===== src/hw/rtl/mtmf_pkg.sv =====
// mtmf_pkg: constants shared by the median-then-mean adc filter
// no dependencies; imported by median_then_mean_adc_filter and its testbench
`default_nettype none

package mtmf_pkg;

    // samples per median group
    localparam int unsigned GROUP_SIZE = 3;

    // width of the sample and median counters (up to eight per gathering)
    localparam int unsigned COUNT_W = 3;

    // extra bits that a sum of up to eight values needs over one value
    localparam int unsigned SUM_EXTRA_BITS = 3;

    // extra reciprocal precision that makes floor division exact for divisors up to eight
    localparam int unsigned RECIP_EXTRA_BITS = 3;

endpackage : mtmf_pkg

`default_nettype wire


===== src/hw/rtl/median_then_mean_adc_filter.sv =====
// median_then_mean_adc_filter: start-up mean, then median of three and block mean
// depends on mtmf_pkg for the group size, counter widths and extra sum and reciprocal bits
//
// usage
//   input channel (in_valid, in_ready, raw_sample) takes one converter sample
//   per item. the first START_COUNT items after reset give one result item
//   holding their truncated mean with is_initial set. after that, every three
//   samples form a median, and every AVERAGE_COUNT medians give one result
//   item holding their truncated mean with is_initial clear. all other items
//   give no result.
//   output channel (out_valid, out_ready, filtered_value, is_initial).
// timing
//   one item per cycle sustained while in_ready is high. a result is formed
//   in two registered steps: the sum is registered in the accept cycle of
//   the item that completes it, then the reciprocal multiply fills the
//   output register once the output stage is empty or being read.
//   the two registered stages let the input keep flowing while a result waits;
//   in_ready drops only when both stages hold results and out_ready is low.
// reset
//   rst_n clears the counters, the running sum and both stage valid flags;
//   the block starts in start-up gathering.
`default_nettype none

module median_then_mean_adc_filter
    import mtmf_pkg::*;
#(
    parameter int unsigned SAMPLE_BITS   = 12,
    parameter int unsigned START_COUNT   = 5,
    parameter int unsigned AVERAGE_COUNT = 5
)
(
    input  wire logic                   clk,
    input  wire logic                   rst_n,
    input  wire logic                   in_valid,
    output logic                        in_ready,
    input  wire logic [SAMPLE_BITS-1:0] raw_sample,
    output logic                        out_valid,
    input  wire logic                   out_ready,
    output logic [SAMPLE_BITS-1:0]      filtered_value,
    output logic                        is_initial
);

    localparam int unsigned SUM_W     = SAMPLE_BITS + SUM_EXTRA_BITS;
    localparam int unsigned DIV_SHIFT = SUM_W + RECIP_EXTRA_BITS;
    localparam int unsigned RECIP_W   = DIV_SHIFT + 1;
    localparam int unsigned PROD_W    = SUM_W + RECIP_W;

    // ceil(2^DIV_SHIFT / n) gives exact floor division for every sum below 2^SUM_W
    localparam logic [RECIP_W-1:0] START_RECIP =
        RECIP_W'(((64'd1 << DIV_SHIFT) + 64'(START_COUNT) - 64'd1) / 64'(START_COUNT));
    localparam logic [RECIP_W-1:0] AVERAGE_RECIP =
        RECIP_W'(((64'd1 << DIV_SHIFT) + 64'(AVERAGE_COUNT) - 64'd1) / 64'(AVERAGE_COUNT));

    localparam logic [COUNT_W-1:0] START_LAST   = COUNT_W'(START_COUNT - 1);
    localparam logic [COUNT_W-1:0] AVERAGE_LAST = COUNT_W'(AVERAGE_COUNT - 1);
    localparam logic [COUNT_W-1:0] GROUP_LAST   = COUNT_W'(GROUP_SIZE - 1);

    // gathering state
    logic                   warmed_up_reg,  warmed_up_next;
    logic [COUNT_W-1:0]     sample_cnt_reg, sample_cnt_next;
    logic [COUNT_W-1:0]     median_cnt_reg, median_cnt_next;
    logic [SUM_W-1:0]       acc_reg,        acc_next;
    logic [SAMPLE_BITS-1:0] group0_reg,     group0_next;
    logic [SAMPLE_BITS-1:0] group1_reg,     group1_next;

    // sum stage
    logic                   sum_valid_reg,  sum_valid_next;
    logic [SUM_W-1:0]       sum_reg,        sum_next;
    logic                   sum_init_reg,   sum_init_next;

    // output stage
    logic                   out_valid_reg,  out_valid_next;
    logic [SAMPLE_BITS-1:0] value_reg,      value_next;
    logic                   init_reg,       init_next;

    logic                   accept;
    logic                   advance;
    logic                   emit;
    logic [SAMPLE_BITS-1:0] lo;
    logic [SAMPLE_BITS-1:0] hi;
    logic [SAMPLE_BITS-1:0] median;
    logic [SUM_W-1:0]       acc_plus_sample;
    logic [SUM_W-1:0]       acc_plus_median;
    logic [RECIP_W-1:0]     recip;
    logic [PROD_W-1:0]      product;

    assign advance  = sum_valid_reg & (~out_valid_reg | out_ready);
    assign in_ready = ~sum_valid_reg | ~out_valid_reg | out_ready;
    assign accept   = in_valid & in_ready;

    // median of the two held samples and the incoming one
    always_comb
    begin
        lo = (group0_reg < group1_reg) ? group0_reg : group1_reg;
        hi = (group0_reg < group1_reg) ? group1_reg : group0_reg;
        if (raw_sample <= lo)
        begin
            median = lo;
        end
        else if (raw_sample >= hi)
        begin
            median = hi;
        end
        else
        begin
            median = raw_sample;
        end
    end

    assign acc_plus_sample = acc_reg + SUM_W'(raw_sample);
    assign acc_plus_median = acc_reg + SUM_W'(median);

    always_comb
    begin
        warmed_up_next  = warmed_up_reg;
        sample_cnt_next = sample_cnt_reg;
        median_cnt_next = median_cnt_reg;
        acc_next        = acc_reg;
        group0_next     = group0_reg;
        group1_next     = group1_reg;
        emit            = 1'b0;
        sum_next        = sum_reg;
        sum_init_next   = sum_init_reg;

        if (accept)
        begin
            if (!warmed_up_reg)
            begin
                if (sample_cnt_reg == START_LAST)
                begin
                    emit            = 1'b1;
                    sum_next        = acc_plus_sample;
                    sum_init_next   = 1'b1;
                    acc_next        = '0;
                    sample_cnt_next = '0;
                    warmed_up_next  = 1'b1;
                end
                else
                begin
                    acc_next        = acc_plus_sample;
                    sample_cnt_next = sample_cnt_reg + COUNT_W'(1);
                end
            end
            else if (sample_cnt_reg == GROUP_LAST)
            begin
                sample_cnt_next = '0;
                if (median_cnt_reg == AVERAGE_LAST)
                begin
                    emit            = 1'b1;
                    sum_next        = acc_plus_median;
                    sum_init_next   = 1'b0;
                    acc_next        = '0;
                    median_cnt_next = '0;
                end
                else
                begin
                    acc_next        = acc_plus_median;
                    median_cnt_next = median_cnt_reg + COUNT_W'(1);
                end
            end
            else
            begin
                if (sample_cnt_reg[0])
                begin
                    group1_next = raw_sample;
                end
                else
                begin
                    group0_next = raw_sample;
                end
                sample_cnt_next = sample_cnt_reg + COUNT_W'(1);
            end
        end
    end

    always_comb
    begin
        if (emit)
        begin
            sum_valid_next = 1'b1;
        end
        else if (advance)
        begin
            sum_valid_next = 1'b0;
        end
        else
        begin
            sum_valid_next = sum_valid_reg;
        end
    end

    // floor division by the count as a multiply by its reciprocal
    assign recip   = sum_init_reg ? START_RECIP : AVERAGE_RECIP;
    assign product = PROD_W'(sum_reg) * PROD_W'(recip);

    always_comb
    begin
        out_valid_next = out_valid_reg;
        value_next     = value_reg;
        init_next      = init_reg;
        if (advance)
        begin
            out_valid_next = 1'b1;
            value_next     = product[DIV_SHIFT +: SAMPLE_BITS];
            init_next      = sum_init_reg;
        end
        else if (out_ready)
        begin
            out_valid_next = 1'b0;
        end
    end

    always_ff @(posedge clk or negedge rst_n)
    begin
        if (!rst_n)
        begin
            warmed_up_reg  <= 1'b0;
            sample_cnt_reg <= '0;
            median_cnt_reg <= '0;
            acc_reg        <= '0;
            sum_valid_reg  <= 1'b0;
            out_valid_reg  <= 1'b0;
        end
        else
        begin
            warmed_up_reg  <= warmed_up_next;
            sample_cnt_reg <= sample_cnt_next;
            median_cnt_reg <= median_cnt_next;
            acc_reg        <= acc_next;
            sum_valid_reg  <= sum_valid_next;
            out_valid_reg  <= out_valid_next;
        end
    end

    always_ff @(posedge clk)
    begin
        group0_reg   <= group0_next;
        group1_reg   <= group1_next;
        sum_reg      <= sum_next;
        sum_init_reg <= sum_init_next;
        value_reg    <= value_next;
        init_reg     <= init_next;
    end

    assign out_valid      = out_valid_reg;
    assign filtered_value = value_reg;
    assign is_initial     = init_reg;

    // start-up mode is left once and never re-entered
    assert property (@(posedge clk) disable iff (!rst_n) !$fell(warmed_up_reg))
        else $error("warm-up flag cleared after start-up");

    // in steady mode the group counter never reaches the group size
    assert property (@(posedge clk) disable iff (!rst_n)
        warmed_up_reg |-> (sample_cnt_reg <= GROUP_LAST))
        else $error("group counter out of range");

    // a start-up sum in flight means start-up has completed
    assert property (@(posedge clk) disable iff (!rst_n)
        (sum_valid_reg && sum_init_reg) |-> warmed_up_reg)
        else $error("initial result without warm-up done");

    // medians stored never reach the averaging count
    assert property (@(posedge clk) disable iff (!rst_n)
        median_cnt_reg <= AVERAGE_LAST)
        else $error("median counter out of range");

endmodule : median_then_mean_adc_filter

`default_nettype wire


===== config.mk =====
export PLATFORM = sky130hd
export DESIGN_NAME = median_then_mean_adc_filter
export DESIGN_NICKNAME = d
export VERILOG_FILES = /design/src/hw/rtl/mtmf_pkg.sv /design/src/hw/rtl/median_then_mean_adc_filter.sv
export SDC_FILE = /design/constraint.sdc
export NUM_CORES = 1
export LEC_CHECK = 0
export BUFFER_PORTS_ARGS = -buffer_cell sky130_fd_sc_hd__buf_4
export CORE_MARGIN = 2
export CORE_UTILIZATION = 55
export CTS_BUF_LIST = sky130_fd_sc_hd__clkbuf_8
export DETAILED_ROUTE_END_ITERATION = 8
export PLACE_DENSITY = 0.72
export SYNTH_ARGS = -nofsm -noshare
export SYNTH_HDL_FRONTEND = slang
export SYNTH_SLANG_ARGS = --single-unit

===== constraint.sdc =====
create_clock -name clk -period 5.4 [get_ports clk]
set_input_delay 0.81 -clock clk [delete_from_list [all_inputs] [get_ports clk]]
set_output_delay 0.81 -clock clk [all_outputs]
set_load 0.01 [all_outputs]

# Word level (Yosys, flattened, before mapping)

Index checks and enable logic that the tools add are counted.

ROM bits: 0
Memories: 0
Input bits: 16
Logic and storage cells: 72
Bits in latches: 0
Output and inout bits: 15
RAM bits: 0
Flip-flop bits (word level): 77

Multiplexer cells: 30
Reductions and logical operators: 8
$mul: 1
Shifts and indexed selects: 0
Eq/ne operators: 5
$add $sub $neg: 4
Div/mod/pow operators: 0
Bitwise gates (word level): 9
Magnitude comparators: 3

Operators with widths:

| operator                                              | count |
|---|---|
| two-way mux 15 bit                                    | 8 |
| two-way mux 12 bit                                    | 4 |
| adder 15 x 12 -> 15 bit                               | 2 |
| multiplier 15 x 16 -> 30 bit, second input constant   | 1 |
| two-way mux 1 bit                                     | 14 |
| >= comparator 12 bit                                  | 1 |
| <= comparator 12 bit                                  | 1 |
| less-than comparator 12 bit                           | 1 |
| two-way mux 3 bit                                     | 4 |
| AND reduction 4 bit                                   | 3 |
| adder 3 x 1 -> 3 bit, second input constant           | 2 |
| == test 3 bit, second input constant                  | 2 |
| nonzero test 2 bit                                    | 3 |
| inequality test 2 x 1 -> 1 bit, second input constant | 2 |
| NOT 1 bit                                             | 4 |
| == test 3 x 2 -> 1 bit, second input constant         | 1 |
| bitwise OR 1 bit                                      | 3 |
| AND reduction 3 bit                                   | 1 |
| bitwise AND 1 bit                                     | 2 |
| AND reduction 2 bit                                   | 1 |

# Logic depth before layout (Yosys ltp)

Gate-level depths: netlist of the first run.

Depth in word-level cells: 9
Mapped depth: 28
Depth with buffers taken out: 25

# Worst setup path before layout of the first run

OpenSTA, ideal clock, no wires.

Kind: register to register
Start point: register group0_reg[7]
End point: register sum_reg[14] (data pin)
Clock period less this slack: 5.921 ns
Path slack: -0.521 ns
Data required time: 5.132 ns
Cell stages (with the launch flop): 28
Path buffers: 3
Arrival: 5.652 ns
Library setup time: 0.268 ns
Cell sequence: edfxtp_1 ha_1 nand4_1 nor2_1 o2111ai_2 a41oi_2 buf_6 clkbuf_1 nor2_1 a21oi_1 ha_1 a211o_1 o211ai_2 a21oi_2 o32ai_2 o21a_1 buf_2 nor2_1 a221o_1 ha_1 fa_1 a21o_1 a21oi_1 o21bai_1 a221o_1 o31ai_4 a211oi_1 xor2_1

Longest elaborated chain between the ends: 9
Elaborated cells between the ends (all ways): 11
Those cells by class: add/sub: 1; order compare: 3; mux: 7

RTL lines:

| element                     | RTL line                                                             | text |
|---|---|---|
| from (decl)                 | median_then_mean_adc_filter.sv:63                                    | `logic [SAMPLE_BITS-1:0] group0_reg, group0_next;` |
| from (signal assigned)      | median_then_mean_adc_filter.sv:237                                   | `group0_reg <= group0_next;` |
| less-than comparator 12 bit | median_then_mean_adc_filter.sv:94, median_then_mean_adc_filter.sv:95 |  |
| two-way mux 12 bit          | median_then_mean_adc_filter.sv:95                                    | `hi = (group0_reg < group1_reg) ? group1_reg : group0_reg;` |
| >= comparator 12 bit        | median_then_mean_adc_filter.sv:100                                   | `else if (raw_sample >= hi)` |
| two-way mux 12 bit          | median_then_mean_adc_filter.sv:100                                   |  |
| two-way mux 12 bit (*)      | median_then_mean_adc_filter.sv:96                                    | `if (raw_sample <= lo)` |
| adder 15 x 12 -> 15 bit (*) | median_then_mean_adc_filter.sv:111                                   | `assign acc_plus_median = acc_reg + SUM_W'(median);` |
| two-way mux 15 bit (*)      | median_then_mean_adc_filter.sv:147                                   | `if (median_cnt_reg == AVERAGE_LAST)` |
| two-way mux 15 bit (*)      | median_then_mean_adc_filter.sv:144                                   | `else if (sample_cnt_reg == GROUP_LAST)` |
| two-way mux 15 bit (*)      | median_then_mean_adc_filter.sv:127                                   | `if (!warmed_up_reg)` |
| to (signal assigned)        | median_then_mean_adc_filter.sv:239                                   | `sum_reg <= sum_next;` |
| to (decl)                   | median_then_mean_adc_filter.sv:68                                    | `logic [SUM_W-1:0] sum_reg, sum_next;` |

Mark *: on every way between the ends. The rest lies on a longest branch, timed or not. The select of a mux whose other input is x is not followed.
A chain may end at the register's enable or synchronous reset.

# Worst setup path after layout of the first run

Start point: register group0_reg[7]
End point: register acc_reg[14]

Longest elaborated chain between the ends: 9
Elaborated cells between the ends (all ways): 11
Those cells by class: add/sub: 1; order compare: 3; mux: 7

RTL lines:

| element                     | RTL line                                                             | text |
|---|---|---|
| less-than comparator 12 bit | median_then_mean_adc_filter.sv:94, median_then_mean_adc_filter.sv:95 |  |
| two-way mux 12 bit          | median_then_mean_adc_filter.sv:95                                    |  |
| >= comparator 12 bit        | median_then_mean_adc_filter.sv:100                                   |  |
| two-way mux 12 bit          | median_then_mean_adc_filter.sv:100                                   |  |
| two-way mux 12 bit (*)      | median_then_mean_adc_filter.sv:96                                    |  |
| adder 15 x 12 -> 15 bit (*) | median_then_mean_adc_filter.sv:111                                   |  |
| two-way mux 15 bit (*)      | median_then_mean_adc_filter.sv:147                                   |  |
| two-way mux 15 bit (*)      | median_then_mean_adc_filter.sv:144                                   |  |
| two-way mux 15 bit (*)      | median_then_mean_adc_filter.sv:127                                   |  |
| to (signal assigned)        | median_then_mean_adc_filter.sv:229                                   | `acc_reg <= acc_next;` |
| to (decl)                   | median_then_mean_adc_filter.sv:62                                    | `logic [SUM_W-1:0] acc_reg, acc_next;` |

Marks and branches as above.

==> results of run 1 <==
-- logic make-up (layout without fill, tap and decap cells) --
kind of cell | after synthesis | count (layout) | synth area share [%]
AO/OA/AOI/OAI | 205 | 205 | 15.92
XOR/XNOR | 34 | 34 | 3.362
adder cells (fa/ha/maj) | 234 | 234 | 38.23
buffers and inverters | 135 | 307 | 5.920
flip-flops | 77 | 77 | 24.75
multiplexers | 23 | 23 | 2.727
AND/OR/NAND/NOR | 170 | 170 | 9.085
-- where the power goes --
| part | internal, mW | switching [mW] | leakage, nW |
|---|---|---|---|
| registers | 0.844 | 0.107 | 0.780 |
| clock network | 0.211 | 0.245 | 0.0945 |
| logic | 2.07 | 2.23 | 4.44 |
| total | 3.12 | 2.59 | 5.32 |
-- area by class of cell --
type / count / area, µm² / share of cell area [%]
Tap cell: 216 / 270.3 / 2.413
Multi-Input combinational cell: 666 / 6678 / 59.61
Clock inverter: 7 / 66.31 / 0.5920
Sequential cell: 77 / 2192 / 19.57
Clock buffer: 9 / 123.9 / 1.106
Timing Repair Buffer: 171 / 1421 / 12.69
Inverter: 120 / 450.4 / 4.021
-- cells in the mapped netlist (all sizes together), types with 5 or more instances --
cell type  number  area, µm²
o21ai          47      235.2
edfxtp         53       1592
inv           120      450.4
nor3           10      50.05
nand2b         12      75.07
mux2i          14      140.1
and3            9      56.30
nand3           8      40.04
o32ai          10      95.10
nor2           46      175.2
fa             61       1221
a21oi          60      307.8
mux2            9      101.4
buf             5      36.28
dfrtp          24      600.6
a21o           15      113.9
o21a            8      60.06
o211ai          6      50.05
ha            173       2165
nor2b           7      43.79
xor2           17      148.9
a31oi           7      43.79
nand2          53      198.9
xnor2          17      148.9
a221o           5      50.05
nand4          11      68.82
clkbuf         10      37.54
a211oi          8      60.06
o21bai          6      45.04
-- worst max path at each step --
| stage | from | endpoint | slack (ns) | cells after the start |
|---|---|---|---|---|
| after floorplan | group0_reg[7]$_DFFE_PP_ | sum_reg[14]$_DFFE_PP_ | -0.29 | 27 |
| after global placement | group0_reg[5]$_DFFE_PP_ | sum_reg[14]$_DFFE_PP_ | -0.25 | 24 |
| after detailed placement | group0_reg[7]$_DFFE_PP_ | sum_reg[14]$_DFFE_PP_ | -0.41 | 24 |
| after CTS | group0_reg[7]$_DFFE_PP_ | sum_reg[14]$_DFFE_PP_ | -0.24 | 25 |
| after global routing | group1_reg[7]$_DFFE_PP_ | acc_reg[14]$_DFFE_PN0P_ | -0.67 | 28 |
| final | group0_reg[7]$_DFFE_PP_ | acc_reg[14]$_DFFE_PN0P_ | -0.45 | 28 |
-- layer usage --
metal	vias to the layer above	global-route usage, %
li1	3470	-
met1	3564	31.57
met2	218	49.69
met3	71	4.316
met4	0	10.39
met5	-	0
-- stage by stage --
stage          cell area [µm²]  hold slack [ns]  instances  TNS [ns]  setup slack (ns)
2_1_floorplan             8934           0.4003        878   -0.8377           -0.2916
3_3_place_gp             10150           0.4638       1215    -2.206           -0.2534
3_5_place_dp             10150           0.4805       1215    -4.964           -0.4078
4_1_cts                  10690           0.3169       1250    -2.107           -0.2447
5_1_grt                  11200           0.3232       1266    -8.913           -0.6720
6_report                 11200           0.3200       1266    -3.612           -0.4538
-- worst reg2reg max path: cells and delay by family (launching register included) --
family	cells	cell delay (ns)
adder cells (fa/ha/maj)	4	1.06
AO/OA/AOI/OAI	13	2.69
AND/OR/NAND/NOR	5	0.55
multiplexers	1	0.32
flip-flops	1	0.46
buffers and inverters	5	0.65
-- repair_timing --
| item | 4_1_cts | 5_1_grt |
|---|---|---|
| buffers inserted | 17 | 18 |
| gates resized for setup | 24 | 86 |
| hold buffers | 0 | 0 |
| pin swaps | 39 | 54 |
| setup endpoints to repair | 28 | 33 |
| gates cloned | 2 | 0 |
==> impl_metrics.toml, run 1 <==
[timing]
period_share_pct = 108.4
max-slew-margin-rel_pct = 22.31
report.final.slew_viol_count = 0
worstMarginPinSlew_ns = 1.159
rsz_0062_raised_after_global_routing = "yes"
final-setup-viol-count = 19
fin_ws_ns = -0.4538
finalHoldViolCount = 0
clock_skew_ns = 0.008022
highest_clock_rate_mhz = 170.8
min_clock_period_post_route_ns = 5.854

[global_routing]
grt_start_max_net_pins = 29
globalRoute.totalOverflow = 0
wire_length_of_the_first_global_routing_pass_mm = 35.32
grt_pass1_vias = 7360
initial_antenna_violation_count = 0
grt_use_total_pct = 27.01

[drt]
antenna_violating_nets_post_route = 0
drt_iter0_markers = 444
wl_met2_mm = 11.84
route.top_layer_used = "met4"
drc = 0
wl_mm = 22.81
wl_per_cell_um = 18.02
met3_wirelength_from_detailed_routing_um = 982
drt-pass1-iter-count = 6
route.layer.met1.wl_mm = 9.086
drt-vias-per-instance = 5.784
dr_total_vias = 7323

[clock_tree]
register_clock_pin_slew_on_the_reported_worst_setup_and_hold_paths_ns = 0.08
cts_tree = "done"
clock_buffer_count_from_cts = 9
worst_skew_pair.late_latency_ns = 0.39
cts.sinks = 77
cts_max_path_buffers = 2
htreeDepth = 3
root_buffer = "clkbuf_8"

[floorplanning]
pin_count = 31
rows = 46
initial_utilization_pct = 55.95
design.core.area_um2 = 15830
dieArea_um2 = 17130
die-height_um = 130.9
die_width_um = 130.9

[pwr]
max-vdd-ir-drop_mv = 0.3634
power.density_nw_per_um2 = 509.6
power.leakage_nw = 5.319
totalPowerFinal_mw = 5.708

[worst_setup_path]
startpoint_type_of_the_worst_setup_path = "register"
reg2reg_to = "acc_reg[14]$_DFFE_PN0P_"
critical_path.max_fanout = 4
r2r_start = "group0_reg[7]$_DFFE_PP_"
criticalPathCategory = "register to register"
timing.critical_path.required_ns = 5.66
critical_path.top_delay_family = "compound AO/OA/AOI/OAI gates"
critPathBufInv = 5
max_stage_delay_ns = 0.46
critical-path-slowest-cell = "edfxtp_1"
r2r_setup_slack_ns = -0.45
rr_worst_depth = 28
critPathArrivalTime_ns = 6.11
worstSetupEndpointType = "register"

[logic_synthesis]
avgSynthCellArea_um2 = 10.09
synth_cell_type_count = 68
syn_area_um2 = 8856
synth_nets = 1128
synth.ff_latch_count = 77
synth_sequential_area_ratio_pct = 24.75
synth_enable_flop_cells = 53
syn_inst = 878
yosys_most_used_dff = "edfxtp_1"
yosysWarnings = 0
postSynth.asyncResetShare_pct = 31.17

[place]
port_buffers = 30
place_hpwl_mm = 17.22
place_congestion = 0.9322

[outcome]
failed_checks = "setup timing"
run_status = "finished with violations"

[layout]
antenna_cells = 0
final_nets = 1295
drive_gt1_share_pct = 27.71
most-common-layout-cells = "ha_1, buf_4, inv_1"
nFillCells = 1139
synthToLayoutAreaGrowth_pct = 26.49
final_common_cell = "ha_1"
final_util_pct = 70.77

[min_path]
worst_hold_path_type = "primary input to asynchronous set/reset pin"

[run]
cap_violations = 0
No activity file was read; power rests on OpenSTA's default activity.
==> run 2: changes to the inputs <==
--- a/config.mk
+++ b/config.mk
@@ -5,12 +5,14 @@
 export SDC_FILE = /design/constraint.sdc
 export NUM_CORES = 1
 export LEC_CHECK = 0
+export ABC_AREA = 1
 export BUFFER_PORTS_ARGS = -buffer_cell sky130_fd_sc_hd__buf_4
 export CORE_MARGIN = 2
 export CORE_UTILIZATION = 55
 export CTS_BUF_LIST = sky130_fd_sc_hd__clkbuf_8
 export DETAILED_ROUTE_END_ITERATION = 8
-export PLACE_DENSITY = 0.72
+export HOLD_SLACK_MARGIN = 0.15
+export PLACE_DENSITY_LB_ADDON = 0.3
 export SYNTH_ARGS = -nofsm -noshare
 export SYNTH_HDL_FRONTEND = slang
 export SYNTH_SLANG_ARGS = --single-unit
==> impl_metrics.toml, run 2 <==
[logic_synthesis]
synth_nets = 1618
yosys_most_used_dff = "edfxtp_1"
synth.ff_latch_count = 77
syn_inst = 1368
netlist.area_leader.share_pct = 20.91
syn_area_um2 = 10350
post-synth-top-count-cell = "nand2_1"
postSynth.asyncResetShare_pct = 31.17
ys_top_cells_by_area = "ha_1, edfxtp_1, nand2_1"
yosys.area.top_type = "ha_1"
yosysWarnings = 0
synth_enable_flop_cells = 53
synth_sequential_area_ratio_pct = 21.17
synth_commonest_cells = "nand2_1, inv_1, ha_1, nand3_1, nor2_1"
avgSynthCellArea_um2 = 7.568
synth_cell_type_count = 42

[timing]
timing.hold.ws_ns = 0.3122
min_clock_period_post_route_ns = 5.040
final-setup-viol-count = 0
highest_clock_rate_mhz = 198.4
worstMarginPinSlew_ns = 0.7359
clock_skew_ns = 0.01687
rsz_0062_raised_after_global_routing = "no"
period_share_pct = 93.34
report.final.slew_viol_count = 0
timing.setup.tns_ns = 0
finalHoldViolCount = 0
max-slew-margin-rel_pct = 50.94

[pwr]
totalPowerFinal_mw = 5.332
power.leakage_nw = 6.062
max-vdd-ir-drop_mv = 0.2592
power.density_nw_per_um2 = 483.8

[drt]
wl_per_cell_um = 15.42
drt-pass1-iter-count = 8
drt-vias-per-instance = 5.439
dr_total_vias = 8909
drt_iter0_markers = 613
wl_mm = 25.26
antenna_violating_nets_post_route = 0
drc = 0

[layout]
antenna_cells = 0
synthToLayoutAreaGrowth_pct = 6.466
final_util_pct = 59.32
nFillCells = 1703
register_area_um2 = 2192
area_used_by_multi_input_combinational_logic_um2 = 7093
final_common_cell = "nand2_1"
final_nets = 1649
drive_gt1_share_pct = 6.766
most-common-layout-cells = "nand2_1, inv_1, ha_1"

[clock_tree]
htreeDepth = 3
register_clock_pin_slew_on_the_reported_worst_setup_and_hold_paths_ns = 0.10
cts_hold_buf = 0
worst_skew_pair.late_latency_ns = 0.40
cts.sinks = 77
root_buffer = "clkbuf_8"
clock_buffer_count_from_cts = 9
cts_max_path_buffers = 2
cts_tree = "done"

[place]
place_hpwl_mm = 20.72
port_buffers = 30
place_congestion = 0.9789

[floorplanning]
die_width_um = 141.2
dieArea_um2 = 19940
initial_utilization_pct = 55.72
pin_count = 31
die-height_um = 141.2
rows = 50
design.core.area_um2 = 18580

[worst_setup_path]
criticalPathCategory = "register to register"
critical-path-slowest-cell = "fa_1"
critical_path.max_fanout = 4
r2r_start = "sum_reg[4]$_DFFE_PP_"
crit_path_start = "sum_reg[4]$_DFFE_PP_"
max_stage_delay_ns = 0.62
crit_path_cell_trace = "inv_1 -> ha_1 -> inv_1 -> fa_1 -> inv_1 -> fa_1 -> inv_1 -> fa_1 -> fa_1 -> fa_1 -> ha_1 -> nand4_1 -> o21bai_1 -> inv_1 -> o21ai_0 -> nand2_1 -> nand2_1 -> nand3_1 -> nand2_1"
timing.critical_path.required_ns = 5.56
rr_worst_depth = 19
reg2reg_to = "filtered_value[11]$_DFFE_PP_"
startpoint_type_of_the_worst_setup_path = "register"
worstSetupEndpointType = "register"
critPathArrivalTime_ns = 5.20
capture_point_of_the_worst_path = "filtered_value[11]$_DFFE_PP_"
r2r_setup_slack_ns = 0.36

[global_routing]
grt_start_max_net_pins = 25
grt_pass1_vias = 8616
globalRoute.totalOverflow = 0
grt_use_total_pct = 26.33
wire_length_of_the_first_global_routing_pass_mm = 41.32
initial_antenna_violation_count = 0

[run]
cap_violations = 0

[min_path]
worst_hold_path_type = "primary input to asynchronous set/reset pin"

[outcome]
run_status = "complete, no violations"
run 2: cell types whose count changed in the layout (fill, tap and decap cells not counted), moves of 11 or more:
cell and change:
nand2_1 +331, ha_1 +11, nand4_1 +11, a21oi_2 -13, nand2b_1 -11, and2_1 +11
nand3_1 +108, buf_6 -14, buf_4 -110, inv_1 +126, mux2i_1 -11, nor2_1 +38
run 2: critical path, delay by kind of cell, from the launching register on:
family | cells | cell delay [ns]
adders and majority gates | 7 | 3.15
and+or+nand+nor | 5 | 0.56
DFF | 1 | 0.47
buffers and inverters | 5 | 0.32
AOI/OAI and AO/OA | 2 | 0.31
run 2: layout make-up:
cell class	instances	area share, %
inverter	250	8.514
timing repair buffer	41	2.793
tap	234	2.656
clock inverter	7	0.6698
multi-input combinational	1020	64.35
clock buffer	9	1.124
sequential	77	19.89
run 2: cell families after synthesis:
group	synth area share, %
simple gates	26.64
fa+ha+maj	32.70
compound gates	7.300
buf+inv	10.41
xor+xnor	1.777
flops	21.17
run 2: metrics by stage:
step	setup slack, ns	cell area (µm²)	cells
after floorplan	0.7579	10350	1368
after global placement	0.4141	10820	1622
after detailed placement	0.3837	10820	1622
after CTS	0.3774	11020	1638
after global routing	0.02222	11020	1638
final	0.3596	11020	1638
run 2: worst min path at each step:
stage                           startpoint                endpoint  slack [ns]  depth (start not counted)
floorplan           sum_init_reg$_DFFE_PP_    is_initial$_DFFE_PP_        0.40                          0
global placement    sum_init_reg$_DFFE_PP_    is_initial$_DFFE_PP_        0.42                          0
detailed placement  sum_init_reg$_DFFE_PP_    is_initial$_DFFE_PP_        0.42                          0
CTS                                  rst_n  acc_reg[1]$_DFFE_PN0P_        0.31                          1
global route                         rst_n  acc_reg[1]$_DFFE_PN0P_        0.34                          1
finish                               rst_n  acc_reg[1]$_DFFE_PN0P_        0.31                          1
run 2: repair_timing:
item	in CTS	in global routing
setup endpoints to repair	0	1
resized for setup	0	0
setup buffers	0	0
run 2: per-layer routing:
metal / up-vias / GRT usage [%] / wire length [µm]
li1: 4482 / - / -
met1: 4147 / 33.31 / 10950
met2: 219 / 45.43 / 12350
met3: 61 / 2.989 / 953
met4: 0 / 11.79 / 1001
met5: - / 0 / 0
run 2: where the power goes:
| group | switching [mW] | internal (mW) |
|---|---|---|
| Sequential | 0.111 | 0.847 |
| Clock | 0.264 | 0.215 |
| Combinational | 2.49 | 1.40 |
